<file path="src/sv/pcxrle_pkg.sv">
// shared types and constants for the pcx run-length line encoder
`default_nettype none

package pcxrle_pkg;

   localparam int unsigned PIXEL_W = 8;
   localparam int unsigned COUNT_W = 6;
   localparam int unsigned WIDTH_W = 16;

   localparam logic [PIXEL_W-1:0] COUNT_MARK    = 8'hC0;
   localparam logic [WIDTH_W-1:0] WIDTH_DEFAULT = 16'd320;

   // one run to be written out, count of zero means nothing to write
   typedef struct packed {
      logic               valid;
      logic [COUNT_W-1:0] count;
      logic [PIXEL_W-1:0] value;
   } run_type;

   // everything one pixel causes: the run it closes, then the run flushed at line end
   typedef struct packed {
      run_type first;
      run_type second;
   } job_type;

endpackage

`default_nettype wire

</file>
<file path="src/sv/pcxrle_front.sv">
// front end: run tracking, column counting and line width register
`default_nettype none

module pcxrle_front
   import pcxrle_pkg::*;
#(
   parameter int unsigned MAX_RUN = 63
) (
   input  wire logic               clock,
   input  wire logic               reset,
   input  wire logic               pixel_valid,
   input  wire logic [PIXEL_W-1:0] pixel,
   input  wire logic               width_write,
   input  wire logic [WIDTH_W-1:0] width_value,
   output job_type                 job,
   output logic                    job_valid
);

   logic [PIXEL_W-1:0] held_ff, held_in;
   logic [COUNT_W-1:0] count_ff, count_in;
   logic [WIDTH_W-1:0] column_ff, column_in;
   logic [WIDTH_W-1:0] width_ff;

   logic [PIXEL_W-1:0] held_mid;
   logic [COUNT_W-1:0] count_mid;
   logic [COUNT_W-1:0] count_inc;
   logic [WIDTH_W:0]   column_next;
   logic               line_end;

   always_comb begin
      held_mid  = held_ff;
      count_mid = count_ff;
      count_inc = count_ff + COUNT_W'(1);
      job.first = '{valid: 1'b0, count: count_ff, value: held_ff};

      if (column_ff == '0) begin
         held_mid  = pixel;
         count_mid = COUNT_W'(1);
      end else if (pixel == held_ff) begin
         count_mid = count_inc;
         if (count_inc == COUNT_W'(MAX_RUN)) begin
            job.first = '{valid: 1'b1, count: count_inc, value: held_ff};
            count_mid = '0;
         end
      end else begin
         job.first = '{valid: (count_ff != '0), count: count_ff, value: held_ff};
         held_mid  = pixel;
         count_mid = COUNT_W'(1);
      end

      // zero width behaves as one pixel per line
      column_next = {1'b0, column_ff} + (WIDTH_W+1)'(1);
      line_end    = (column_next >= {1'b0, width_ff});

      job.second = '{valid: line_end && (count_mid != '0), count: count_mid, value: held_mid};
      held_in    = held_mid;
      if (line_end) begin
         count_in  = '0;
         column_in = '0;
      end else begin
         count_in  = count_mid;
         column_in = column_next[WIDTH_W-1:0];
      end

      job_valid = pixel_valid && (job.first.valid || job.second.valid);
   end

   always_ff @(posedge clock) begin
      if (reset) begin
         held_ff   <= '0;
         count_ff  <= '0;
         column_ff <= '0;
         width_ff  <= WIDTH_DEFAULT;
      end else begin
         if (pixel_valid) begin
            held_ff   <= held_in;
            count_ff  <= count_in;
            column_ff <= column_in;
         end
         if (width_write) begin
            width_ff <= width_value;
         end
      end
   end

endmodule

`default_nettype wire

</file>
<file path="src/sv/pcxrle_queue.sv">
// small register queue of jobs between front and back
`default_nettype none

module pcxrle_queue
   import pcxrle_pkg::*;
#(
   parameter int unsigned DEPTH = 4
) (
   input  wire logic    clock,
   input  wire logic    reset,
   input  wire logic    push,
   input  job_type      push_job,
   output logic         full,
   input  wire logic    pop,
   output job_type      head_job,
   output logic         head_valid
);

   localparam int unsigned PTR_W = (DEPTH > 1) ? $clog2(DEPTH) : 1;
   localparam int unsigned CNT_W = $clog2(DEPTH + 1);

   job_type            entry_ff [DEPTH];
   logic [PTR_W-1:0]   wr_ptr_ff, wr_ptr_in;
   logic [PTR_W-1:0]   rd_ptr_ff, rd_ptr_in;
   logic [CNT_W-1:0]   fill_ff, fill_in;
   logic               do_push, do_pop;

   assign full       = (fill_ff == CNT_W'(DEPTH));
   assign head_valid = (fill_ff != '0);
   assign head_job   = entry_ff[rd_ptr_ff];
   assign do_push    = push && !full;
   assign do_pop     = pop && head_valid;

   always_comb begin
      wr_ptr_in = wr_ptr_ff;
      rd_ptr_in = rd_ptr_ff;
      fill_in   = fill_ff;
      if (do_push) begin
         wr_ptr_in = (wr_ptr_ff == PTR_W'(DEPTH - 1)) ? '0 : wr_ptr_ff + PTR_W'(1);
      end
      if (do_pop) begin
         rd_ptr_in = (rd_ptr_ff == PTR_W'(DEPTH - 1)) ? '0 : rd_ptr_ff + PTR_W'(1);
      end
      if (do_push && !do_pop) begin
         fill_in = fill_ff + CNT_W'(1);
      end else if (do_pop && !do_push) begin
         fill_in = fill_ff - CNT_W'(1);
      end
   end

   always_ff @(posedge clock) begin
      if (reset) begin
         wr_ptr_ff <= '0;
         rd_ptr_ff <= '0;
         fill_ff   <= '0;
      end else begin
         wr_ptr_ff <= wr_ptr_in;
         rd_ptr_ff <= rd_ptr_in;
         fill_ff   <= fill_in;
      end
   end

   always_ff @(posedge clock) begin
      if (do_push) begin
         entry_ff[wr_ptr_ff] <= push_job;
      end
   end

endmodule

`default_nettype wire

</file>
<file path="src/sv/pcxrle_back.sv">
// back end: expands one job into encoded bytes, one byte per cycle while the output register is empty or taken
`default_nettype none

module pcxrle_back
   import pcxrle_pkg::*;
(
   input  wire logic               clock,
   input  wire logic               reset,
   input  job_type                 head_job,
   input  wire logic               head_valid,
   output logic                    head_pop,
   output logic                    out_valid,
   input  wire logic               out_take,
   output logic [PIXEL_W-1:0]      out_byte,
   output logic                    out_last
);

   logic [1:0]         step_ff, step_in;
   logic               valid_ff, valid_in;
   logic [PIXEL_W-1:0] byte_ff, byte_in;
   logic               last_ff, last_in;

   logic               bare_a, bare_b;
   logic [2:0]         len_a, len_b, len_total;
   logic [2:0]         step_ext, step_b;
   logic [PIXEL_W-1:0] pick;
   logic               load, at_end;

   // single run with top bits not both set goes out as the bare value
   function automatic logic is_bare(run_type r);
      is_bare = (r.count == COUNT_W'(1)) && (r.value[7:6] != 2'b11);
   endfunction

   function automatic logic [PIXEL_W-1:0] count_byte(run_type r);
      count_byte = COUNT_MARK | {{(PIXEL_W-COUNT_W){1'b0}}, r.count};
   endfunction

   always_comb begin
      bare_a    = is_bare(head_job.first);
      bare_b    = is_bare(head_job.second);
      len_a     = head_job.first.valid  ? (bare_a ? 3'd1 : 3'd2) : 3'd0;
      len_b     = head_job.second.valid ? (bare_b ? 3'd1 : 3'd2) : 3'd0;
      len_total = len_a + len_b;
      step_ext  = {1'b0, step_ff};
      step_b    = step_ext - len_a;

      if (step_ext < len_a) begin
         pick = (step_ff == 2'd0 && !bare_a) ? count_byte(head_job.first)
                                             : head_job.first.value;
      end else begin
         pick = (step_b == 3'd0 && !bare_b) ? count_byte(head_job.second)
                                            : head_job.second.value;
      end

      at_end   = (step_ext == len_total - 3'd1);
      load     = head_valid && (!valid_ff || out_take);
      head_pop = load && at_end;

      step_in  = step_ff;
      valid_in = valid_ff && !out_take;
      byte_in  = byte_ff;
      last_in  = last_ff;
      if (load) begin
         valid_in = 1'b1;
         byte_in  = pick;
         last_in  = at_end;
         step_in  = at_end ? 2'd0 : step_ff + 2'd1;
      end
   end

   always_ff @(posedge clock) begin
      if (reset) begin
         step_ff  <= '0;
         valid_ff <= 1'b0;
      end else begin
         step_ff  <= step_in;
         valid_ff <= valid_in;
      end
   end

   always_ff @(posedge clock) begin
      byte_ff <= byte_in;
      last_ff <= last_in;
   end

   assign out_valid = valid_ff;
   assign out_byte  = byte_ff;
   assign out_last  = last_ff;

endmodule

`default_nettype wire

</file>
<file path="src/sv/pcx_rle_line_encoder_core.sv">
// top level of the pcx run-length line encoder
`default_nettype none

// pcx-style run-length encoder for 8-bit palette-index scanlines. pixels
// enter through a queue-like port (push/full) and encoded bytes leave through
// another (empty/pop); rsp_last marks the final byte a pixel produced, and a
// pixel that closes no run produces nothing. a front stage tracks the open
// run and the column and accepts one pixel per cycle while the job queue has
// room; a back stage writes one encoded byte per cycle into the output
// register while that register is empty or being popped. a pixel yields
// up to four bytes, at a line end where a closed run and the flushed run
// meet. its first byte passes through the job queue and then the output
// register before it can be popped. line width is written over the csr port,
// which is always ready; the user must write it only while the encoder is
// idle, the block itself does not enforce this; a width of zero acts as one.
module pcx_rle_line_encoder_core
   import pcxrle_pkg::*;
#(
   parameter int unsigned MAX_RUN     = 63,  // longest run, 2 to 63
   parameter int unsigned QUEUE_DEPTH = 4    // jobs buffered between front and back
) (
   input  wire logic               clock,
   input  wire logic               reset,
   // pixel input
   input  wire logic               req_push,
   output logic                    req_full,
   input  wire logic [PIXEL_W-1:0] req_pixel,
   // encoded byte output
   output logic                    rsp_empty,
   input  wire logic               rsp_pop,
   output logic [PIXEL_W-1:0]      rsp_out_byte,
   output logic                    rsp_last,
   // line width register
   input  wire logic               csr_valid,
   output logic                    csr_ready,
   input  wire logic [WIDTH_W-1:0] csr_line_width
);

   job_type front_job;
   job_type head_job;
   logic    front_job_valid;
   logic    queue_full;
   logic    head_valid;
   logic    head_pop;
   logic    accept;
   logic    out_valid;

   // pixel transaction lands when the job queue can take whatever it causes
   assign req_full  = queue_full;
   assign accept    = req_push && !queue_full;
   assign csr_ready = 1'b1;

   pcxrle_front #(
      .MAX_RUN (MAX_RUN)
   ) u_front (
      .clock       (clock),
      .reset       (reset),
      .pixel_valid (accept),
      .pixel       (req_pixel),
      .width_write (csr_valid),
      .width_value (csr_line_width),
      .job         (front_job),
      .job_valid   (front_job_valid)
   );

   // pixels that only extend a run never enter the queue
   pcxrle_queue #(
      .DEPTH (QUEUE_DEPTH)
   ) u_queue (
      .clock      (clock),
      .reset      (reset),
      .push       (front_job_valid),
      .push_job   (front_job),
      .full       (queue_full),
      .pop        (head_pop),
      .head_job   (head_job),
      .head_valid (head_valid)
   );

   // output register refills in the cycle it is popped when a job waits, so one byte per cycle
   pcxrle_back u_back (
      .clock      (clock),
      .reset      (reset),
      .head_job   (head_job),
      .head_valid (head_valid),
      .head_pop   (head_pop),
      .out_valid  (out_valid),
      .out_take   (rsp_pop),
      .out_byte   (rsp_out_byte),
      .out_last   (rsp_last)
   );

   assign rsp_empty = !out_valid;

endmodule

`default_nettype wire

</file>
<file path="config.mk">
export PLATFORM = sky130hd
export DESIGN_NAME = pcx_rle_line_encoder_core
export DESIGN_NICKNAME = d
export VERILOG_FILES = /design/src/sv/pcxrle_pkg.sv /design/src/sv/pcxrle_front.sv /design/src/sv/pcxrle_queue.sv /design/src/sv/pcxrle_back.sv /design/src/sv/pcx_rle_line_encoder_core.sv
export SDC_FILE = /design/constraint.sdc
export NUM_CORES = 1
export LEC_CHECK = 0
export ABC_AREA = 1
export BUFFER_PORTS_ARGS = -buffer_cell sky130_fd_sc_hd__buf_4
export CORE_ASPECT_RATIO = 1.4
export CORE_UTILIZATION = 35
export DETAILED_ROUTE_END_ITERATION = 8
export PLACE_DENSITY = 0.62
export SYNTH_ARGS = -nofsm -noshare
export SYNTH_HDL_FRONTEND = slang
export SYNTH_SLANG_ARGS = --single-unit
</file>
<file path="constraint.sdc">
create_clock -name clock -period 6.7 [get_ports clock]
set_clock_uncertainty 0.2 [all_clocks]
set_input_delay 1.005 -clock clock [delete_from_list [all_inputs] [get_ports clock]]
set_output_delay 1.005 -clock clock [all_outputs]
set_load 0.02 [all_outputs]
</file>
==> run summary, run 1 <==
The cell count after synthesis came out at 917. TritonCTS built the clock tree. The global-route usage over all layers is 16.4%, and the required time of the worst setup path is 6.82 ns. The tree is rooted in a sky130_fd_sc_hd__clkbuf_16. For this run, design rule violations remaining after detail routing come to 0.

The total clock sinks is 187. The fmax is 0.222 GHz, and the number of antenna violations at the first check in global routing is 0. The count of yosys warnings during synthesis came out at 0. STA classifies the critical path startpoint as a flop.

Using the TritonRoute via totals, the vias-per-cell ratio works out to 4.98. Most repeated cell in the gate-level netlist after synthesis: sky130_fd_sc_hd__nand2_1. Counting flops with an async set or reset pin after synthesis yields a share of 0%.

For this run, the leading register cell type out of synthesis is sky130_fd_sc_hd__edfxtp_1. The floorplan step defined a die boundary enclosing 25600 um^2. The tools report the total clock buffers created by CTS as 17. The share of synthesized area in the top cell type comes to 44.3%.

In this run, post-CTS repair resized a total of 0 instances. After clock tree synthesis, the clock-pin slew on the worst setup and hold paths is 0.07 ns. In this run the mean area of a mapped cell was 9.54 um^2.

In this run, the number of DRC markers left after iteration 0 of detailed routing was 432. After synthesis, the cell types taking the most area are sky130_fd_sc_hd__edfxtp_1 44%, sky130_fd_sc_hd__dfxtp_1 13%, sky130_fd_sc_hd__nand2_1 6.9%. The post-route netlist has 11.4% of its cells at a drive strength greater than 1. For this configuration, the core starts out at a cell density of 35.6%. The die is 136 um wide. The synthesized design contains 129 enable-type register cells.

Setup violations remaining at the end of the flow were counted as 0. The tools report the maximum clock insertion buffer count as 2. The latest clock arrival within the worst-skew pair is 0.44 ns, and the total congestion overflow after global routing is 0. Summing over every cut layer, the via total after detailed routing is 6295. The flow ran to the end, and the final reports show no timing, DRC or antenna violations.

In this run the static leakage power is 0.00385 uW. The final routed wire length divided by cell count works out to 16.0 um. The total standard cell area after synthesis is 8750 um^2. The die is 189 um tall. Synthesis produced a netlist with a net count of 981.

Wires add up to 20200 um. Across the run, the number of max-cap violations was 0. In the finished design, the share of the clock period the worst path needs comes to 67.2%. In the synthesized netlist, the cells that appear most often are 160 x sky130_fd_sc_hd__nand2_1, 129 x sky130_fd_sc_hd__edfxtp_1, 115 x sky130_fd_sc_hd__nor2_1.

41 I/O pins were placed. During placement, the flow inserted port buffers numbering 39. The largest fanout of any net on the critical path works out to 38. For the pin with the worst max-slew slack, the measured transition is 1.21 ns.

The logs give 24600 um^2 for the area inside the core boundary and 0 for the number of hold-slack violations in the final timing report. In this run the number of H-tree levels came out at 4. The largest net degree at the start of global routing is 61, and the first-pass GRT wire length is 31900 um. The total power density per cell area is 248 nW/um^2, and the post-CTS setup repair buffer count is 0. The worst setup path is captured at a flop.

Data arrives at the worst endpoint at 4.62 ns. For the setup total negative slack, the log shows 0 ns. Headroom to the max-slew limit came out at 18.8%. The tools report the count of standard-cell rows as 68.

The tools report the HPWL after detailed placement as 13300 um. VDD sags by at most 0.000218 V. The via count of the first global-routing pass came out at 6043. The number of nets with antenna violations after detailed routing is 0, and the sequential area share after synthesis is 57.6%.

The worst path needs 4.50 ns of the cycle, external delays included. The number of slew-limit violations in the final report is 0. The iteration count of the initial detailed-routing pass was 4. The congestion estimate from routability-driven global placement came to 0.858. Leading area contributor after synthesis: sky130_fd_sc_hd__edfxtp_1.

The count of hold buffers inserted by post-cts repair is 0, and the number of nets in the layout is 998. The worst setup path is of the reg -> reg kind. Setup repair after global routing left no endpoint under its margin. The tools report the placement-stage cell area as 9270 um^2. The cell area after layout is 9830 um^2. In this run the worst hold path is classified as reg -> reg. Power comes to 2440 uW. Counting flops and latches in the post-synthesis netlist gives 187. In this run, distinct cell masters in the synthesized netlist total 45. The area growth from synthesis to layout was 12.4%.
layout make-up:
| class | count | area, um^2 |
|---|---|---|
| clock inverter | 15 | 133 |
| tap | 315 | 394 |
| antenna | 1 | 2.50 |
| multi-input combinational | 588 | 3150 |
| inverter | 96 | 360 |
| clock buffer | 17 | 425 |
| fill | 2411 | 14800 |
| sequential | 187 | 5040 |
| timing repair buffer | 44 | 330 |
per-stage QoR:
step | util [%] | std cells | hold WS [ns] | setup WS, ns
after detailed placement | 37.7 | 1230 | 0.262 | 2.21
after global placement | 37.7 | 1230 | 0.257 | 2.22
after CTS | 40.0 | 1262 | 0.275 | 2.19
after floorplan | - | 917 | 0.235 | 2.39
after global routing | 40.0 | 1262 | 0.296 | 1.87
final | 40.0 | 1263 | 0.271 | 2.20
cell families (layout without fill, tap and decap cells):
family	count (synthesis)	after routing	share of synthesized area [%]
compound gates	191	191	12.2
xor+xnor	21	21	2.10
fa+ha+maj	35	35	5.09
buf+inv	142	172	6.57
flops	187	187	57.6
other cells	1	2	0.0429
simple gates	340	340	16.5
cells in the final DEF, fill, tap and decap left out, types with 6 or more instances in the layout:
cell,n
sky130_fd_sc_hd__nand2_1,160
sky130_fd_sc_hd__edfxtp_1,129
sky130_fd_sc_hd__nor2_1,111
sky130_fd_sc_hd__inv_1,91
sky130_fd_sc_hd__o21ai_0,82
sky130_fd_sc_hd__a21oi_1,76
sky130_fd_sc_hd__dfxtp_1,57
sky130_fd_sc_hd__buf_4,44
sky130_fd_sc_hd__ha_1,34
sky130_fd_sc_hd__nand3_1,25
sky130_fd_sc_hd__clkbuf_16,17
sky130_fd_sc_hd__xor2_1,14
sky130_fd_sc_hd__nand4_1,10
sky130_fd_sc_hd__nor2_2,8
sky130_fd_sc_hd__o22ai_1,8
sky130_fd_sc_hd__xnor2_1,7
sky130_fd_sc_hd__a32o_1,7
sky130_fd_sc_hd__o22a_1,7
sky130_fd_sc_hd__or2_2,6
state kept, by name (all words and copies together) (netlist names), named ones only:
name / flops
u_queue.entry_ff: 120
u_front.column_ff: 16
u_front.width_ff: 16
u_back.out_byte: 8
u_front.held_ff: 8
u_front.count_ff: 6
u_queue.fill_ff: 3
u_back.step_ff: 2
u_queue.rd_ptr_ff: 2
u_queue.wr_ptr_ff: 2
u_back.out_last: 1
u_back.out_valid: 1
power breakdown:
group          internal, uW  switching (uW)
Sequential             1260            17.4
Clock                   488             470
Combinational          68.6             132
Total                  1820             620
path summary, 6_finish.rpt:
path	from	to	slack, ns	cells after the start
worst max-delay path	flop	u_queue.fill_ff[1]$_SDFFE_PP0P_	2.20	21
worst min register to register	u_front.width_ff[11]$_SDFFE_PP0P_	u_front.width_ff[11]$_SDFFE_PP0P_	0.27	2
worst max register to register	flop	u_queue.fill_ff[1]$_SDFFE_PP0P_	2.20	21
worst min-delay path	u_front.width_ff[11]$_SDFFE_PP0P_	u_front.width_ff[11]$_SDFFE_PP0P_	0.27	2
layer usage:
| metal | share of wire, % | vias to the layer above | GRT usage (%) |
|---|---|---|---|
| li1 | - | 3125 | - |
| met1 | 41 | 3004 | 19.0 |
| met2 | 52 | 135 | 29.3 |
| met3 | 3.9 | 31 | 3.35 |
| met4 | 2.4 | 0 | 6.40 |
| met5 | 0 | - | 0 |
worst max-delay path: stages, from the launching register on:
cell,delay (ns)
sky130_fd_sc_hd__dfxtp_1,0.30
sky130_fd_sc_hd__buf_4,0.23
sky130_fd_sc_hd__inv_2,0.59
sky130_fd_sc_hd__o21ai_0,0.19
sky130_fd_sc_hd__o22ai_1,0.24
sky130_fd_sc_hd__nand2_1,0.09
sky130_fd_sc_hd__nor2_1,0.14
sky130_fd_sc_hd__nand2_1,0.12
sky130_fd_sc_hd__nor2_1,0.15
sky130_fd_sc_hd__inv_1,0.06
sky130_fd_sc_hd__ha_1,0.18
sky130_fd_sc_hd__inv_1,0.05
sky130_fd_sc_hd__ha_1,0.22
sky130_fd_sc_hd__xnor2_1,0.14
sky130_fd_sc_hd__nand3_1,0.17
sky130_fd_sc_hd__inv_1,0.15
sky130_fd_sc_hd__nand2_1,0.12
sky130_fd_sc_hd__ha_1,0.28
sky130_fd_sc_hd__inv_1,0.10
sky130_fd_sc_hd__fa_1,0.41
sky130_fd_sc_hd__o21ai_0,0.16
sky130_fd_sc_hd__nor2_1,0.07
Power figures use the tool's default switching activity.
==> run 2: changes to the inputs <==
Settings changed: ABC_AREA 1 to 0.
Clock period 6.7 ns to 4.3 ns, I/O delays scaled along.
==> run 2 against run 1 <==
Die area down 1.5%. Non-clock buffer count up 24. Highest routed layer unchanged. Total power up 61%. Fmax up 10%. Critical path depth down 3. Flip-flop and latch count unchanged. Sequential power up 56%. Synthesized cell count down 25%. Register-to-register slack worse by 2.0 ns. Final area up 2.0%.
==> run summary, run 2 <==
For the worst setup path, the data arrival time is 4.23 ns. The worst register-to-register path begins at u_front.column_ff[1]$_SDFFE_PP0P_. Setup slack on the critical path of the routed design comes to 0.227 ns. The number of nets in the layout is 791, and the number of nets with antenna violations after detailed routing is 0. The post-route clock period utilization works out to 94.7%. Setup repair after global routing left no endpoint under its margin. In the final layout, the registers with the most flip-flops are u_queue.entry_ff: 120 flops, u_front.column_ff: 16 flops, u_front.width_ff: 16 flops.

Detailed routing placed a total of 671 um of wire on met3. Across the run, the number of max-cap violations was 0. The met2 routed wirelength came out at 9560 um. Net switching is 26.0% of the power. The number of antenna diodes in the final layout is 0. In this run, synthesis inferred 129 flip-flops with an integrated enable. STA classifies the critical path endpoint as a flop. In this run the core area contains 67 standard-cell rows. The slack of the worst reg-to-reg path is 0.23 ns, and the via count of the first global-routing pass is 5412. For this run, the number of Yosys warnings is 0.

For this run, the share of the core covered by cells in the final layout is 41.7%. The run finished with clean final reports. Synthesis produced a netlist with a net count of 749. At the worst endpoint, the required time is 4.46 ns. Buffers added to address setup during post-CTS repair amount to 0. The fraction of final layout cells sized beyond drive strength 1 came out at 18.6%.

The startpoint type of the worst setup path was a flop. Clock-pin slew was measured on the worst setup and hold paths at 0.08 ns. The number of slew-limit violations in the final report came out at 0. The cell depth of the worst flop-to-flop path is 18, and the I/O pin total is 41. In this run the static leakage power is 0.00363 uW.

The total clock sinks came out at 187. Leading area contributor after synthesis: sky130_fd_sc_hd__edfxtp_1. In this run the power density over the cells is 391 nW/um^2. Routed signal wires occupy layers up through met4. Worst setup path endpoint: u_queue.fill_ff[2]$_SDFFE_PP0P_. The largest fanout of any net on the critical path came out at 4.

The actual transition at the worst max-transition pin is 1.07 ns, and the multi-input gate area in the final layout is 3280 um^2. The normalized max-slew margin was 29.0%; the area inside the core boundary was 24100 um^2. Combinational cells account for 8.6% of the total power.

Kind of path behind the tightest hold check: in -> reg. The average via count per standard cell is 5.17, and the remaining design rule violation count is 0. Ranked by flip-flop count, first place goes to u_queue.entry_ff.

Iteration count of the initial detailed-routing pass: 5. Internal power: 2910 uW. Leaving out fill and tap cells, the most frequent cell in the layout is sky130_fd_sc_hd__edfxtp_1. The logs give 685 for the gate count after technology mapping and 40.5% for the share of power burned in the clock network. Across every metal layer, demand over resource in global routing totals 15.0%. The synthesized area divided by synthesized cell count was 12.6 um^2. The analysis attributes to net switching a power of 1020 uW. TritonCTS built the clock tree. The die is 135 um wide. Final hold analysis gives a worst-case slack of 0.225 ns. For this block, wires on met1 add up to 7430 um.

The final routed wire length divided by cell count was 17.1 um. For the count of filler cells inserted in the layout, the log shows 2190. The number of hold-slack violations in the final timing report is 0, and the count of unique library cells instantiated by Yosys is 56.

The latest clock arrival within the worst-skew pair is 0.44 ns, and the sequential cell fraction of total power is 50.9%. The area growth from synthesis to layout is 16.4%. The vertical die dimension is 188 um.

The number of standard cells in the layout, taps in and fillers out is 1050, and the worst-case setup slack after placement is 0.152 ns. The setup total negative slack was 0 ns. Leaving out fill and tap cells, the most frequent cells in the layout are 129 x sky130_fd_sc_hd__edfxtp_1, 70 x sky130_fd_sc_hd__nand2_1, 62 x sky130_fd_sc_hd__buf_4, 56 x sky130_fd_sc_hd__dfxtp_1, 38 x sky130_fd_sc_hd__a21oi_1.

In the synthesized netlist the dominant register cell turns out to be sky130_fd_sc_hd__edfxtp_1. The share of synthesized area in the top cell type comes to 45.0%. The clock period could shrink to 4.07 ns.

The die footprint is 25300 um^2, and the overall routed net length is 18000 um. Post-CTS repair changed the size of 0 cells. The tools report the total clock buffers created by CTS as 17. The first global-routing pass estimated 28600 um of wire.

After synthesis the netlist holds a flip-flop and latch count of 187. Number of antenna violations at the first check in global routing: 0. For the maximum clock insertion buffer count, the log shows 2. At the end of routability-driven placement, the weighted congestion stood at 0.850. Across the whole layout, storage elements account for 5040 um^2. Based on the critical path, the design can be clocked at up to 0.246 GHz. The logs give 8620 um^2 for the total standard cell area after synthesis and 4 for the maximum level of the CTS H-tree. After legalization and detailed placement, the total HPWL measured 12200 um. The initial core utilization was 35.8%. In this run, the number of DRC markers left after iteration 0 of detailed routing was 407.

Summing over every cut layer, the via total after detailed routing is 5424. The maximum ir drop on the vdd rail was 0.000273 V; the number of flip-flops in the largest register was 120. The total overflow left after global routing is 0. After synthesis, flip-flops and latches occupy 58.4% of the total area.

The number of buffers inserted by port buffering is 39. The tools report the number of setup violations in the final report as 0. The tools report the largest net degree at the start of global routing as 55. The tools report the total instance count after detailed placement as 1018.

In the post-synthesis netlist, the cell with the most instances is sky130_fd_sc_hd__edfxtp_1. Tracing the worst setup path back leads to its startpoint at u_front.column_ff[1]$_SDFFE_PP0P_. By count the netlist is led by 129 x sky130_fd_sc_hd__edfxtp_1, 70 x sky130_fd_sc_hd__nand2_1, 58 x sky130_fd_sc_hd__dfxtp_1. The worst register-to-register path ends at u_queue.fill_ff[2]$_SDFFE_PP0P_.

The tools report the library cell used as clock root buffer as sky130_fd_sc_hd__clkbuf_16. The post-synthesis async set-or-reset flop share was 0%; the count of hold buffers inserted by post-cts repair was 0. The critical path is of the reg -> reg type. In the post-synthesis netlist, the biggest area contributors are sky130_fd_sc_hd__edfxtp_1 45%, sky130_fd_sc_hd__dfxtp_1 13%, sky130_fd_sc_hd__mux4_2 5.5%.
run 2: changes by cell type in the layout (fill, tap and decap cells not counted), sizes merged, moves of 8 or more:
cell / previous run / this run
nor3: 7 / 15
nand2: 163 / 70
mux2i: 0 / 17
a31oi: 1 / 13
o21ai: 84 / 12
inv: 101 / 40
nor2: 122 / 35
buf: 44 / 68
mux4: 0 / 30
xnor2: 7 / 20
and2: 0 / 9
a21oi: 76 / 38
o22ai: 8 / 0
run 2: power by group through the flow:
stage / Clock, uW / Combinational, uW / Sequential (uW)
after floorplan: 0 / 205 / 2050
after global placement: 0 / 338 / 2040
after detailed placement: 0 / 340 / 2040
after CTS: 1620 / 341 / 2000
after global routing: 1690 / 372 / 2010
final: 1590 / 338 / 2000
run 2: cell type report:
type	instances	share of cell area [%]
sequential	187	50.2
clock inverter	15	1.92
tap	310	3.87
inverter	33	1.23
multi-input combinational	420	32.7
timing repair buffer	68	5.84
clock buffer	17	4.24
run 2: kinds of logic after synthesis:
| family | synth area share (%) |
|---|---|
| DFF | 58.4 |
| AOI/OAI and AO/OA | 6.72 |
| xor gates and xnor gates | 3.05 |
| and+or+nand+nor | 12.2 |
| adders and majority gates | 5.17 |
| buffers and inverters | 4.01 |
| other | 0.0435 |
| muxes | 10.3 |
run 2: worst max-delay path, stage by stage (launching register included):
cell	delay [ns]
sky130_fd_sc_hd__dfxtp_1	0.38
sky130_fd_sc_hd__ha_1	0.18
sky130_fd_sc_hd__and4_1	0.25
sky130_fd_sc_hd__buf_4	0.13
sky130_fd_sc_hd__nand4_1	0.15
sky130_fd_sc_hd__xnor2_1	0.19
sky130_fd_sc_hd__ha_1	0.33
sky130_fd_sc_hd__nand4_1	0.12
sky130_fd_sc_hd__nor3_1	0.19
sky130_fd_sc_hd__o21bai_1	0.10
sky130_fd_sc_hd__a21o_1	0.23
sky130_fd_sc_hd__a2bb2oi_4	0.16
sky130_fd_sc_hd__o21a_4	0.15
sky130_fd_sc_hd__ha_1	0.18
sky130_fd_sc_hd__inv_1	0.06
sky130_fd_sc_hd__fa_1	0.37
sky130_fd_sc_hd__xor2_1	0.17
sky130_fd_sc_hd__or3_1	0.30
sky130_fd_sc_hd__a21oi_1	0.15
run 2: how the worst min path moves through the flow:
| stage | startpoint | endpoint | slack (ns) | cells past startpoint |
|---|---|---|---|---|
| floorplan | u_back.out_valid$_SDFF_PP0_ | u_back.out_valid$_SDFF_PP0_ | 0.25 | 2 |
| detailed placement | u_back.out_valid$_SDFF_PP0_ | u_back.out_valid$_SDFF_PP0_ | 0.27 | 2 |
| CTS | csr_line_width[6] | u_front.width_ff[6]$_SDFFE_PP1P_ | 0.21 | 3 |
| global route | req_pixel[2] | u_queue.entry_ff[0][2]$_DFFE_PP_ | 0.21 | 1 |
| global placement | u_back.out_valid$_SDFF_PP0_ | u_back.out_valid$_SDFF_PP0_ | 0.26 | 2 |
| finish | csr_line_width[6] | u_front.width_ff[6]$_SDFFE_PP1P_ | 0.23 | 3 |
run 2: metrics by stage:
step / instance area, um^2 / power, uW
floorplan: 8620 / 2250
global placement: 9370 / 2380
detailed placement: 9370 / 2380
CTS: 9990 / 3960
global route: 10000 / 4070
finish: 10000 / 3930
run 2: metal layers:
layer	global-route usage (%)	vias up
li1	-	2610
met5	0	-
met1	17.1	2669
met3	3.05	18
met2	27.5	127
met4	5.10	0
==> run 3: changes to the inputs <==
Settings changed: REMOVE_ABC_BUFFERS set to 1.
==> run 3 against run 2 <==
Core utilization fell by 0.10 points. Hold slack improved by 0.0028 ns. Clock power is essentially flat. Largest power group unchanged. Worst setup slack better by 0.024 ns. Final cell count unchanged. Largest cell class unchanged. Total power down 0.80%.
==> run summary, run 3 (synthesized netlist as in run 2, its figures left out) <==
The run gives 5353 as the total via count after detailed routing. The clock-pin slew on the worst setup and hold paths is 0.08 ns. The path with the worst hold slack has its endpoint at u_front.width_ff[8]$_SDFFE_PP1P_. The number of hold-slack violations in the final timing report is 0. Counting the buffers created by CTS gives 17. The logs give 2 for the maximum clock insertion buffer count and 4 for the maximum level of the CTS H-tree.

The fmax was 0.247 GHz; the violation count after the first detailed-routing iteration was 293. Path type of the worst setup path: reg -> reg. Summing all multi-input logic gate instances after layout gives 3290 um^2.

The number of flip-flops in the largest register was 120; the initial core utilization was 35.8%. The number of buffers inserted by port buffering was 39. More flip-flops sit in one register than any other, and that register is u_queue.entry_ff.

The total power density per cell area was 389 nW/um^2. Of all nets on the critical path, the largest fanout is 8. The top cell types in the final layout, fill and taps aside, are 129 x sky130_fd_sc_hd__edfxtp_1, 70 x sky130_fd_sc_hd__nand2_1, 65 x sky130_fd_sc_hd__buf_4, 52 x sky130_fd_sc_hd__dfxtp_1, 38 x sky130_fd_sc_hd__a21oi_1. Buffers inserted to repair hold after CTS numbered 0.

The run gives 1050 as the number of standard cells in the layout, taps in and fillers out. Among all stages on the critical path, the largest delay is contributed by sky130_fd_sc_hd__mux4_1. Setup slack on the critical path of the routed design comes to 0.252 ns. The tools report the count of filler cells inserted in the layout as 2264.

Adding up every negative setup slack in the final design gives 0 ns. In the final design database the tool counted 791 nets. In this run the critical register-to-register path is captured at u_queue.fill_ff[2]$_SDFFE_PP0P_.

From synthesis to final layout, the design area changed by 16.1%. The number of placed instances, taps included, is 1015. STA classifies the critical path startpoint as a flop. The total clock sinks was 187; the area of all sequential standard cells was 5040 um^2. The tools report the via count of the first global-routing pass as 5348. Entering global routing, the biggest net connects 55 pins. The first global-routing pass estimated 27800 um of wire. In this run the count of I/O pins placed on the die edge is 41.

In this run the register-to-register setup slack is 0.25 ns. The final layout contains routed wiring with a total length of 17100 um. The number of cells on the worst hold path works out to 3. The run gives 25300 um^2 as the die footprint.

For the cell area after layout, the log shows 10000 um^2. The die is 135 um wide. The minimum period implied by the final worst setup slack was 4.05 ns. The flow ran to the end, and the final reports show no timing, DRC or antenna violations. For this run the aggregate overflow at the end of global routing stands at 0. The largest registers in the layout are u_queue.entry_ff: 120 flops, u_front.column_ff: 16 flops, u_front.width_ff: 16 flops. The fraction of final layout cells sized beyond drive strength 1 is 20.9%, and the area inside the core boundary is 24100 um^2. Summed over all cells, the static leakage comes to 0.00361 uW. The final routed wire length divided by cell count was 16.3 um. The later pin in the worst-skew pair is clocked with a latency of 0.43 ns. The initialized floorplan defines 67 standard-cell rows.

Sort of element at the end of the critical path: a flop. Before CTS, the worst setup slack after placement is 0.141 ns. The cell depth of the worst flop-to-flop path came out at 18.

Routability-driven placement finished with a final weighted congestion of 0.820. The remaining design rule violation count is 0, and the global-route usage over all layers is 14.4%. The placed instances occupy a cell area of 9310 um^2. The iteration count of the initial detailed-routing pass is 6, and the HPWL after detailed placement is 11500 um.

Traced cell by cell, the critical path runs through buf_12, mux4_1, nor4b_2, buf_4, nand2_1, nand2_1, ha_1, inv_1, ha_1, xor2_1, nor3_1, nand2_1, ha_1, inv_1, fa_1, xor2_1, or3_1, a21oi_1. Dividing the detail-routed via count by the number of cells gives 5.10. STA puts the critical path data arrival time at 4.20 ns. The tightest hold path in the finished design has a slack of 0.228 ns. The combined buffer and inverter count along the critical path was 4; the vertical die dimension was 188 um. Commonest non-fill, non-tap cell in the layout: sky130_fd_sc_hd__edfxtp_1. In this run the worst hold path is classified as in -> reg.

Number of maximum-capacitance violations: 0. The number of slew-limit violations in the final report was 0; the number of setup violations in the final report was 0. CTS placed an instance of sky130_fd_sc_hd__clkbuf_16 at the clock tree root. The maximum ir drop on the vdd rail was 0.000277 V; the normalized max-slew margin was 41.1%.

The detail route stage leaves a number of antenna-violating nets equal to 0. The post-route clock period utilization was 94.1%. For this run, the slowest stage of the critical path takes 0.61 ns.

Data on the critical path is required at its endpoint by 4.45 ns. TritonCTS built the clock tree. The tools report the number of antenna violations at the first check in global routing as 0.

On the critical path the largest part of the delay comes from adder cells. The hold path startpoint is csr_line_width[8]. 0 antenna diodes ended up in the layout. The actual transition at the worst max-transition pin is 0.883 ns.
## run 3: what timing repair did
action	in CTS	in global routing
setup endpoints to repair	0	2
resized for setup	0	27
buffers inserted	0	3
## run 3: worst min-delay path, cell delays in order
cell and delay (ns):
sky130_fd_sc_hd__buf_4 0.08, sky130_fd_sc_hd__nand2_1 0.04, sky130_fd_sc_hd__o211ai_1 0.06
## run 3: through the flow
stage	power, uW	util, %
final	3900	41.6
after global placement	2370	38.7
after global routing	4050	41.6
after detailed placement	2380	38.7
after CTS	3940	41.3
after floorplan	2230	-
## run 3: worst max-delay path by stage
stage                                      start                              end  slack [ns]  depth (start not counted)
2_1_floorplan                               flop  u_queue.fill_ff[2]$_SDFFE_PP0P_       -0.53                         16
3_3_place_gp   u_front.column_ff[0]$_SDFFE_PP0P_  u_queue.fill_ff[2]$_SDFFE_PP0P_        0.21                         19
3_5_place_dp   u_front.column_ff[0]$_SDFFE_PP0P_  u_queue.fill_ff[2]$_SDFFE_PP0P_        0.14                         18
4_1_cts        u_front.column_ff[0]$_SDFFE_PP0P_  u_queue.fill_ff[2]$_SDFFE_PP0P_        0.11                         18
5_1_grt                                     flop  u_queue.fill_ff[2]$_SDFFE_PP0P_      -0.001                         17
6_report                                    flop  u_queue.fill_ff[2]$_SDFFE_PP0P_        0.25                         18
## run 3: where the power goes
group          internal, uW  switching [uW]
sequential             1970            30.3
combinational           136             198
clock                   802             759
## run 3: layout make-up
class	instances	share of cell area [%]
inverter	33	1.24
clock buffer	18	4.39
multi-input combinational	420	32.9
timing repair buffer	68	5.48
tap	310	3.88
sequential	187	50.4
clock inverter	14	1.76
## run 3: per-layer routing
layer	global-route usage [%]	vias to the layer above	routed length [um]
met2	25.8	113	9120
met5	0	-	0
met4	5.79	0	388
met3	2.65	23	537
met1	16.8	2617	7090
li1	-	2600	-
